==> config.mk <==
export PLATFORM = sky130hd
export DESIGN_NAME = group_request_max_aggregator_unit
export DESIGN_NICKNAME = d
export VERILOG_FILES = /design/src/rtl/core/grma_pkg.sv /design/src/rtl/core/group_request_max_aggregator_unit.sv /design/src/rtl/core/grma_store.sv /design/src/rtl/core/grma_ctrl.sv
export SDC_FILE = /design/constraint.sdc
export NUM_CORES = 1
export LEC_CHECK = 0
export ABC_AREA = 1
export BUFFER_PORTS_ARGS = -buffer_cell sky130_fd_sc_hd__buf_2
export CORE_AREA = 2 2 172 174
export DETAILED_ROUTE_END_ITERATION = 10
export DIE_AREA = 0 0 174 176
export HOLD_SLACK_MARGIN = 0.12
export PLACE_DENSITY = 0.78
export SETUP_SLACK_MARGIN = 0.02
export SYNTH_ARGS = -nofsm -noshare
export SYNTH_HDL_FRONTEND = slang
export SYNTH_SLANG_ARGS = --single-unit
==> constraint.sdc <==
create_clock -name clock -period 2.91 [get_ports clock]
set_input_delay 0.4365 -clock clock [delete_from_list [all_inputs] [get_ports clock]]
set_output_delay 0.4365 -clock clock [all_outputs]
set_load 0.05 [all_outputs]
==> src/rtl/core/grma_pkg.sv <==
`timescale 1ns / 1ps
// ----------------------------------------------------------------------------
// grma_pkg
// Shared types and constants of the group request max aggregator.
// ----------------------------------------------------------------------------
package grma_pkg;

   localparam int DEF_NUM_GROUPS     = 8;
   localparam int DEF_NUM_REQUESTERS = 32;

   localparam int CMD_W  = 1;
   localparam int REQ_W  = 5;
   localparam int GRP_W  = 4;
   localparam int VOTE_W = 8;

   typedef enum logic [CMD_W-1:0] {
      CMD_SET   = 1'b0,
      CMD_QUERY = 1'b1
   } cmd_type;

   typedef enum logic [2:0] {
      ST_IDLE,
      ST_SET_RD,
      ST_SET_WR,
      ST_SCAN,
      ST_SCAN_END,
      ST_RESP
   } state_type;

   // store port controls from the sequencer
   typedef struct packed {
      logic rd_en;
      logic wr_en;
   } store_ctl_type;

endpackage

==> src/rtl/core/group_request_max_aggregator_unit.sv <==
`timescale 1ns / 1ps
// ----------------------------------------------------------------------------
// group_request_max_aggregator_unit
// Stores per-slot votes and groups, answers group maximum queries.
// ----------------------------------------------------------------------------
// A request is taken when start is high and busy is low. A set request
// (cmd 0) does a read-modify-write of the slot memory and holds busy
// through its read and write states; a set that is disabled or names a
// bad group or slot is dropped without going busy. A query (cmd 1) scans
// every slot through the single memory read port, one slot per cycle, and
// strobes its result after the scan; disabled or bad-group queries
// answer in the cycle after acceptance. The result is valid only during the
// single cycle rsp_strobe is high: the receiver cannot stall it. Slot
// active flags clear at reset, so the block is usable right after reset.
// ----------------------------------------------------------------------------
module group_request_max_aggregator_unit
   import grma_pkg::*;
#(
   parameter int NUM_GROUPS     = DEF_NUM_GROUPS,
   parameter int NUM_REQUESTERS = DEF_NUM_REQUESTERS
) (
   input  logic                clock,
   input  logic                reset,
   input  logic                start,
   output logic                busy,
   input  logic [CMD_W-1:0]    req_cmd,
   input  logic [REQ_W-1:0]    req_requester,
   input  logic [GRP_W-1:0]    req_group,
   input  logic [VOTE_W-1:0]   req_vote,
   output logic                rsp_strobe,
   output logic [VOTE_W-1:0]   rsp_group_max,
   output logic                rsp_bad_group,
   input  logic                csr_wr_en,
   input  logic                csr_wr_data
);

   localparam int AW  = (NUM_REQUESTERS > 1) ? $clog2(NUM_REQUESTERS) : 1;
   localparam int SGW = (NUM_GROUPS > 1) ? $clog2(NUM_GROUPS) : 1;

   store_ctl_type     ctl;
   logic [AW-1:0]     rd_addr;
   logic [AW-1:0]     wr_addr;
   logic [VOTE_W-1:0] wr_vote;
   logic [SGW-1:0]    wr_group;
   logic              rd_active;
   logic [VOTE_W-1:0] rd_vote;
   logic [SGW-1:0]    rd_group;

   grma_ctrl #(
      .NUM_GROUPS     (NUM_GROUPS),
      .NUM_REQUESTERS (NUM_REQUESTERS),
      .AW             (AW),
      .SGW            (SGW)
   ) u_ctrl (
      .clock         (clock),
      .reset         (reset),
      .start         (start),
      .busy          (busy),
      .req_cmd       (req_cmd),
      .req_requester (req_requester),
      .req_group     (req_group),
      .req_vote      (req_vote),
      .rsp_strobe    (rsp_strobe),
      .rsp_group_max (rsp_group_max),
      .rsp_bad_group (rsp_bad_group),
      .csr_wr_en     (csr_wr_en),
      .csr_wr_data   (csr_wr_data),
      .ctl           (ctl),
      .rd_addr       (rd_addr),
      .wr_addr       (wr_addr),
      .wr_vote       (wr_vote),
      .wr_group      (wr_group),
      .rd_active     (rd_active),
      .rd_vote       (rd_vote),
      .rd_group      (rd_group)
   );

   grma_store #(
      .NUM_REQUESTERS (NUM_REQUESTERS),
      .AW             (AW),
      .SGW            (SGW)
   ) u_store (
      .clock     (clock),
      .reset     (reset),
      .ctl       (ctl),
      .rd_addr   (rd_addr),
      .wr_addr   (wr_addr),
      .wr_vote   (wr_vote),
      .wr_group  (wr_group),
      .rd_active (rd_active),
      .rd_vote   (rd_vote),
      .rd_group  (rd_group)
   );

endmodule

==> src/rtl/core/grma_store.sv <==
`timescale 1ns / 1ps
// ----------------------------------------------------------------------------
// grma_store
// Per-slot vote and group memory with a registered read port and
// per-slot active flags cleared at reset.
// ----------------------------------------------------------------------------
module grma_store
   import grma_pkg::*;
#(
   parameter int NUM_REQUESTERS = DEF_NUM_REQUESTERS,
   parameter int AW             = 5,
   parameter int SGW            = 3
) (
   input  logic                clock,
   input  logic                reset,
   input  store_ctl_type       ctl,
   input  logic [AW-1:0]       rd_addr,
   input  logic [AW-1:0]       wr_addr,
   input  logic [VOTE_W-1:0]   wr_vote,
   input  logic [SGW-1:0]      wr_group,
   output logic                rd_active,
   output logic [VOTE_W-1:0]   rd_vote,
   output logic [SGW-1:0]      rd_group
);

   logic [VOTE_W-1:0] vote_mem [NUM_REQUESTERS];
   logic [SGW-1:0]    grp_mem  [NUM_REQUESTERS];
   logic [NUM_REQUESTERS-1:0] active_ff;

   logic              rd_act_ff;
   logic [VOTE_W-1:0] rd_vote_ff;
   logic [SGW-1:0]    rd_grp_ff;

   always_ff @(posedge clock) begin
      if (ctl.wr_en) begin
         vote_mem[wr_addr] <= wr_vote;
         grp_mem[wr_addr]  <= wr_group;
      end
      if (ctl.rd_en) begin
         rd_vote_ff <= vote_mem[rd_addr];
         rd_grp_ff  <= grp_mem[rd_addr];
      end
   end

   always_ff @(posedge clock) begin
      if (reset) begin
         active_ff <= '0;
         rd_act_ff <= 1'b0;
      end else begin
         if (ctl.wr_en) begin
            active_ff[wr_addr] <= 1'b1;
         end
         if (ctl.rd_en) begin
            rd_act_ff <= active_ff[rd_addr];
         end
      end
   end

   // a never-written slot reads as vote 0, group 0
   assign rd_active = rd_act_ff;
   assign rd_vote   = rd_act_ff ? rd_vote_ff : '0;
   assign rd_group  = rd_act_ff ? rd_grp_ff : '0;

endmodule

==> src/rtl/core/grma_ctrl.sv <==
`timescale 1ns / 1ps
// ----------------------------------------------------------------------------
// grma_ctrl
// Request sequencer: vote read-modify-write, group scan with running
// maximum, enable register and result strobe.
// ----------------------------------------------------------------------------
module grma_ctrl
   import grma_pkg::*;
#(
   parameter int NUM_GROUPS     = DEF_NUM_GROUPS,
   parameter int NUM_REQUESTERS = DEF_NUM_REQUESTERS,
   parameter int AW             = 5,
   parameter int SGW            = 3
) (
   input  logic                clock,
   input  logic                reset,
   input  logic                start,
   output logic                busy,
   input  logic [CMD_W-1:0]    req_cmd,
   input  logic [REQ_W-1:0]    req_requester,
   input  logic [GRP_W-1:0]    req_group,
   input  logic [VOTE_W-1:0]   req_vote,
   output logic                rsp_strobe,
   output logic [VOTE_W-1:0]   rsp_group_max,
   output logic                rsp_bad_group,
   input  logic                csr_wr_en,
   input  logic                csr_wr_data,
   output store_ctl_type       ctl,
   output logic [AW-1:0]       rd_addr,
   output logic [AW-1:0]       wr_addr,
   output logic [VOTE_W-1:0]   wr_vote,
   output logic [SGW-1:0]      wr_group,
   input  logic                rd_active,
   input  logic [VOTE_W-1:0]   rd_vote,
   input  logic [SGW-1:0]      rd_group
);

   state_type state_ff, state_in;

   logic              enable_ff;
   logic [REQ_W-1:0]  req_ff;
   logic [GRP_W-1:0]  grp_ff;
   logic [VOTE_W-1:0] vote_ff;
   logic [AW-1:0]     cnt_ff, cnt_in;
   logic              rd_vld_ff, rd_vld_in;
   logic [VOTE_W-1:0] max_ff;
   logic              bad_ff;

   logic accept;
   logic grp_ok;
   logic req_ok;
   logic scan_last;
   logic hit;

   assign accept    = start && !busy;
   assign grp_ok    = 32'(req_group) < NUM_GROUPS;
   assign req_ok    = 32'(req_requester) < NUM_REQUESTERS;
   assign scan_last = cnt_ff == AW'(NUM_REQUESTERS - 1);
   assign hit       = rd_vld_ff && rd_active && (rd_group == SGW'(grp_ff))
                      && (rd_vote > max_ff);

   // next state
   always_comb begin
      state_in = state_ff;
      unique case (state_ff)
         ST_IDLE: begin
            if (accept) begin
               if (cmd_type'(req_cmd) == CMD_QUERY) begin
                  state_in = (enable_ff && grp_ok) ? ST_SCAN : ST_RESP;
               end else if (enable_ff && grp_ok && req_ok) begin
                  state_in = ST_SET_RD;
               end
            end
         end
         ST_SET_RD:   state_in = ST_SET_WR;
         ST_SET_WR:   state_in = ST_IDLE;
         ST_SCAN:     state_in = scan_last ? ST_SCAN_END : ST_SCAN;
         ST_SCAN_END: state_in = ST_RESP;
         ST_RESP:     state_in = ST_IDLE;
         default:     state_in = ST_IDLE;
      endcase
   end

   // outputs
   always_comb begin
      busy       = 1'b1;
      rsp_strobe = 1'b0;
      ctl        = '0;
      rd_addr    = AW'(req_ff);
      cnt_in     = cnt_ff;
      rd_vld_in  = 1'b0;
      unique case (state_ff)
         ST_IDLE: begin
            busy   = 1'b0;
            cnt_in = '0;
         end
         ST_SET_RD: begin
            ctl.rd_en = 1'b1;
         end
         ST_SET_WR: begin
            // repeated vote leaves the slot untouched
            ctl.wr_en = rd_vote != vote_ff;
         end
         ST_SCAN: begin
            ctl.rd_en = 1'b1;
            rd_addr   = cnt_ff;
            rd_vld_in = 1'b1;
            cnt_in    = cnt_ff + AW'(1);
         end
         ST_SCAN_END: begin
         end
         ST_RESP: begin
            rsp_strobe = 1'b1;
         end
         default: begin
         end
      endcase
   end

   assign wr_addr       = AW'(req_ff);
   assign wr_vote       = vote_ff;
   assign wr_group      = SGW'(grp_ff);
   assign rsp_group_max = max_ff;
   assign rsp_bad_group = bad_ff;

   always_ff @(posedge clock) begin
      if (reset) begin
         state_ff  <= ST_IDLE;
         enable_ff <= 1'b1;
         rd_vld_ff <= 1'b0;
         cnt_ff    <= '0;
      end else begin
         state_ff  <= state_in;
         rd_vld_ff <= rd_vld_in;
         cnt_ff    <= cnt_in;
         if (csr_wr_en) begin
            enable_ff <= csr_wr_data;
         end
      end
   end

   always_ff @(posedge clock) begin
      if (accept) begin
         req_ff  <= req_requester;
         grp_ff  <= req_group;
         vote_ff <= req_vote;
         max_ff  <= '0;
         bad_ff  <= enable_ff && !grp_ok;
      end else if (hit) begin
         max_ff <= rd_vote;
      end
   end

   a_no_rd_wr_overlap: assert property (@(posedge clock) disable iff (reset)
      !(ctl.rd_en && ctl.wr_en))
      else $error("store read and write in the same cycle");

   a_strobe_busy: assert property (@(posedge clock) disable iff (reset)
      rsp_strobe |-> busy)
      else $error("result strobe while idle");

   a_query_busy: assert property (@(posedge clock) disable iff (reset)
      (accept && cmd_type'(req_cmd) == CMD_QUERY) |=> busy)
      else $error("query accepted but sequencer idle");

   a_bad_zero: assert property (@(posedge clock) disable iff (reset)
      (rsp_strobe && rsp_bad_group) |-> (rsp_group_max == '0))
      else $error("bad group result with nonzero maximum");

   a_wr_after_rd: assert property (@(posedge clock) disable iff (reset)
      ctl.wr_en |-> $past(ctl.rd_en))
      else $error("store write without preceding read");

endmodule

==> impl_metrics.yaml <==
placed_design:
  globalplace.congestion: 0.949
  port_buffers: 33
  hpwl_um: 26800
timing:
  final-max-slew-violation-count: 0
  worst_pin_slew_ns: 0.851
  clock_skew_ns: 0.0194
  hold_viol_final: 0
  fmax_ghz: 0.373
  period_minus_slack_ns: 2.68
  holdWs_ns: 0.161
  setup-tns-final_ns: 0
  setup_viol: 0
  period_share_pct: 92.1
  relSlewSlack_pct: 43.2
  grt_setup_unrepaired: "no"
logic_synthesis:
  ys_types: 34
  yosysSeqAreaShare_pct: 70.4
  syn_inst: 1545
  netlist.area_leader.share_pct: 64.6
  synth_top_flop_cell: "edfxtp_1"
  syn-num-nets: 1578
  yosysWarningCount: 0
  synthTopCellsByCount: "380 x edfxtp_1, 285 x nor2_1, 161 x nand2_1"
  syn_area_um2: 17700
  synthArstFlopShare_pct: 0
  yosysTopAreaCell: "edfxtp_1"
  synth_most_common_cell: "edfxtp_1"
  synth_edf_count: 380
  synth_area_leaders: "edfxtp_1 65%, nor2_1 6.1%, dfxtp_1 5.8%"
  syn_avg_cell_area_um2: 11.4
  ys_seq_elements: 431
drt:
  via_per_inst: 6.11
  wl_per_cell_um: 22.3
  antenna_left: 0
  drt_first_pass_iters: 6
  wl_um: 45200
  drtIter0Drc: 1798
  drc_errors: 0
  routed-via-count: 12400
clock_network:
  clockBufferDepth: 3
  root_buffer: "clkbuf_16"
  cts.sinks: 431
  numCtsBuffers: 43
  clk_pin_slew_ns: 0.06
  clock_latency_ns: 0.55
  h-tree-depth: 2
  cts_tree: "done"
final_layout:
  n_antenna_cell: 0
  areaGrowthSynthToFinish_pct: 13.6
  drive_gt1_share_pct: 9.74
  nets: 1643
status:
  outcome: "complete, no violations"
floorplan:
  coreArea_um2: 28500
  start_util_pct: 61.8
  die_x_um: 174
  die_y_um: 176
  dieArea_um2: 30600
  io_pins: 34
  rows: 62
global_route:
  antenna_found_initial: 1
  grt_pass1_wl_um: 69100
  grt_max_degree: 70
  overflow: 0
  grt_pass1_vias: 12300
  grt_use_total_pct: 29.7
power_and_ir_drop:
  p_total_w: 0.0159
  leakagePower_nw: 7.26
  irDropWorstVdd_mv: 0.612
  power_density_nw_per_um2: 792
worst_setup_path:
  path_class: "flop to flop"
  critPathTopFamily: "compound AO/OA/AOI/OAI gates"
  crit_fanout: 51
  cpPeakStageDelay_ns: 0.50
  slowest_stage: "o21ai_4"
  arrival_ns: 2.99
  path_common_cell: "nand2_1"
  start_kind: "flop"
  cp_cell_sequence: "nand3_4 -> o21ai_4 -> buf_12 -> buf_4 -> nor2_1 -> o21ai_0 -> o211ai_1 -> nand3_1 -> nand2_1 -> nand2_1 -> nand2_1"
  crit_path_end_kind: "flop"
  required_ns: 3.22
  crit_buf_inv: 2
flow_run:
  maxCapViolations: 0
worst_hold_path:
  worstHoldPathType: "input pin to flop"
[through the flow]
step	worst slack (ns)	instances	utilization, %	cell area [um2]
floorplan	0.503	1545	-	17700
global placement	0.279	1931	64.8	18500
detailed placement	0.207	1931	64.8	18500
CTS	0.169	2027	70.2	20000
global route	0.0408	2027	70.2	20000
finish	0.230	2027	70.2	20000
[registers in the layout, indices dropped and copies added, names as in the netlist]
signal,count
u_ctrl.wr_addr,5
u_ctrl.wr_vote,8
u_ctrl.enable_ff,1
u_ctrl.rsp_group_max,8
u_store.active_ff,32
u_store.rd_active,1
u_ctrl.rsp_bad_group,1
u_store.rd_grp_ff,3
u_ctrl.grp_ff,3
u_ctrl.cnt_ff,5
u_store.vote_mem,256
u_store.rd_vote_ff,8
u_ctrl.state_ff,3
u_store.grp_mem,96
u_ctrl.rd_vld_ff,1
[worst min-delay path: cells and delay by family]
kind	cells	cell delay, ns
simple gates	1	0.05
buf+inv	2	0.12
[where the power goes]
| group | leakage, nW | switching (W) | internal (W) | total [W] |
|---|---|---|---|---|
| sequential | 3.84 | 0.000163 | 0.00712 | 0.00728 |
| combinational | 2.74 | 0.00223 | 0.000913 | 0.00314 |
| clock | 0.683 | 0.00228 | 0.00317 | 0.00545 |
[final timing paths]
check        slack [ns]                    end            startpoint  cells past startpoint
min                0.16   u_ctrl.rsp_bad_group          req_group[3]                      3
max                0.23  u_store.rd_vote_ff[1]    u_ctrl.state_ff[1]                     11
min reg2reg        0.46   u_store.active_ff[6]  u_store.active_ff[6]                      2
max reg2reg        0.23  u_store.rd_vote_ff[1]    u_ctrl.state_ff[1]                     11
[cell type report]
type / instances / area (um2)
Sequential cell: 431 / 12400
Fill cell: 1936 / 8500
Multi-Input combinational cell: 904 / 4400
Clock buffer: 50 / 1100
Timing Repair Buffer: 103 / 886
Tap cell: 384 / 480
Inverter: 127 / 477
Clock inverter: 28 / 270
[placed cells by master, fill, tap and decap left out, types with 2 or more instances in the layout]
master and n:
edfxtp_1 380, nor2_1 285, nand2_1 160, o21ai_0 156
inv_1 125, o211ai_1 88, nand3_1 81, dfxtp_1 51
a21oi_1 46, clkbuf_16 43, o21ai_1 42, buf_4 40
buf_2 33, dlygate4sd3_1 18, buf_12 12, clkinv_2 11
ha_1 10, clkinv_1 8, clkbuf_1 7, nand4_1 5
bufinv_16 5, xnor2_1 4, nor3_1 4, inv_6 4
inv_2 2, o21ai_2 2, o21ai_4 2, xor2_1 2
o221ai_1 2, o22ai_1 2, a32o_1 2
[kinds of logic (layout without fill, tap and decap cells)]
logic type	after synthesis	in the layout	share of synthesized area, %
fa+ha+maj	10	10	0.709
simple gates	542	542	12.3
compound gates	346	346	11.3
buf+inv	210	308	4.95
flops	431	431	70.4
xor+xnor	6	6	0.298
[per-layer routing]
metal	vias to the layer above	share of wire, %	track usage (%)
met5	-	0.029	0
met4	2	3.7	11.5
met3	118	11	7.17
met2	757	48	48.9
met1	5943	37	38.8
li1	5567	-	-
[repair_timing]
item,4_1_cts,5_1_grt
hold buffers,18,0
endpoints found under the hold margin,17,0
setup buffers,0,0
resized for setup,0,1
setup endpoints to repair,0,7
Power figures use the tool's default switching activity.
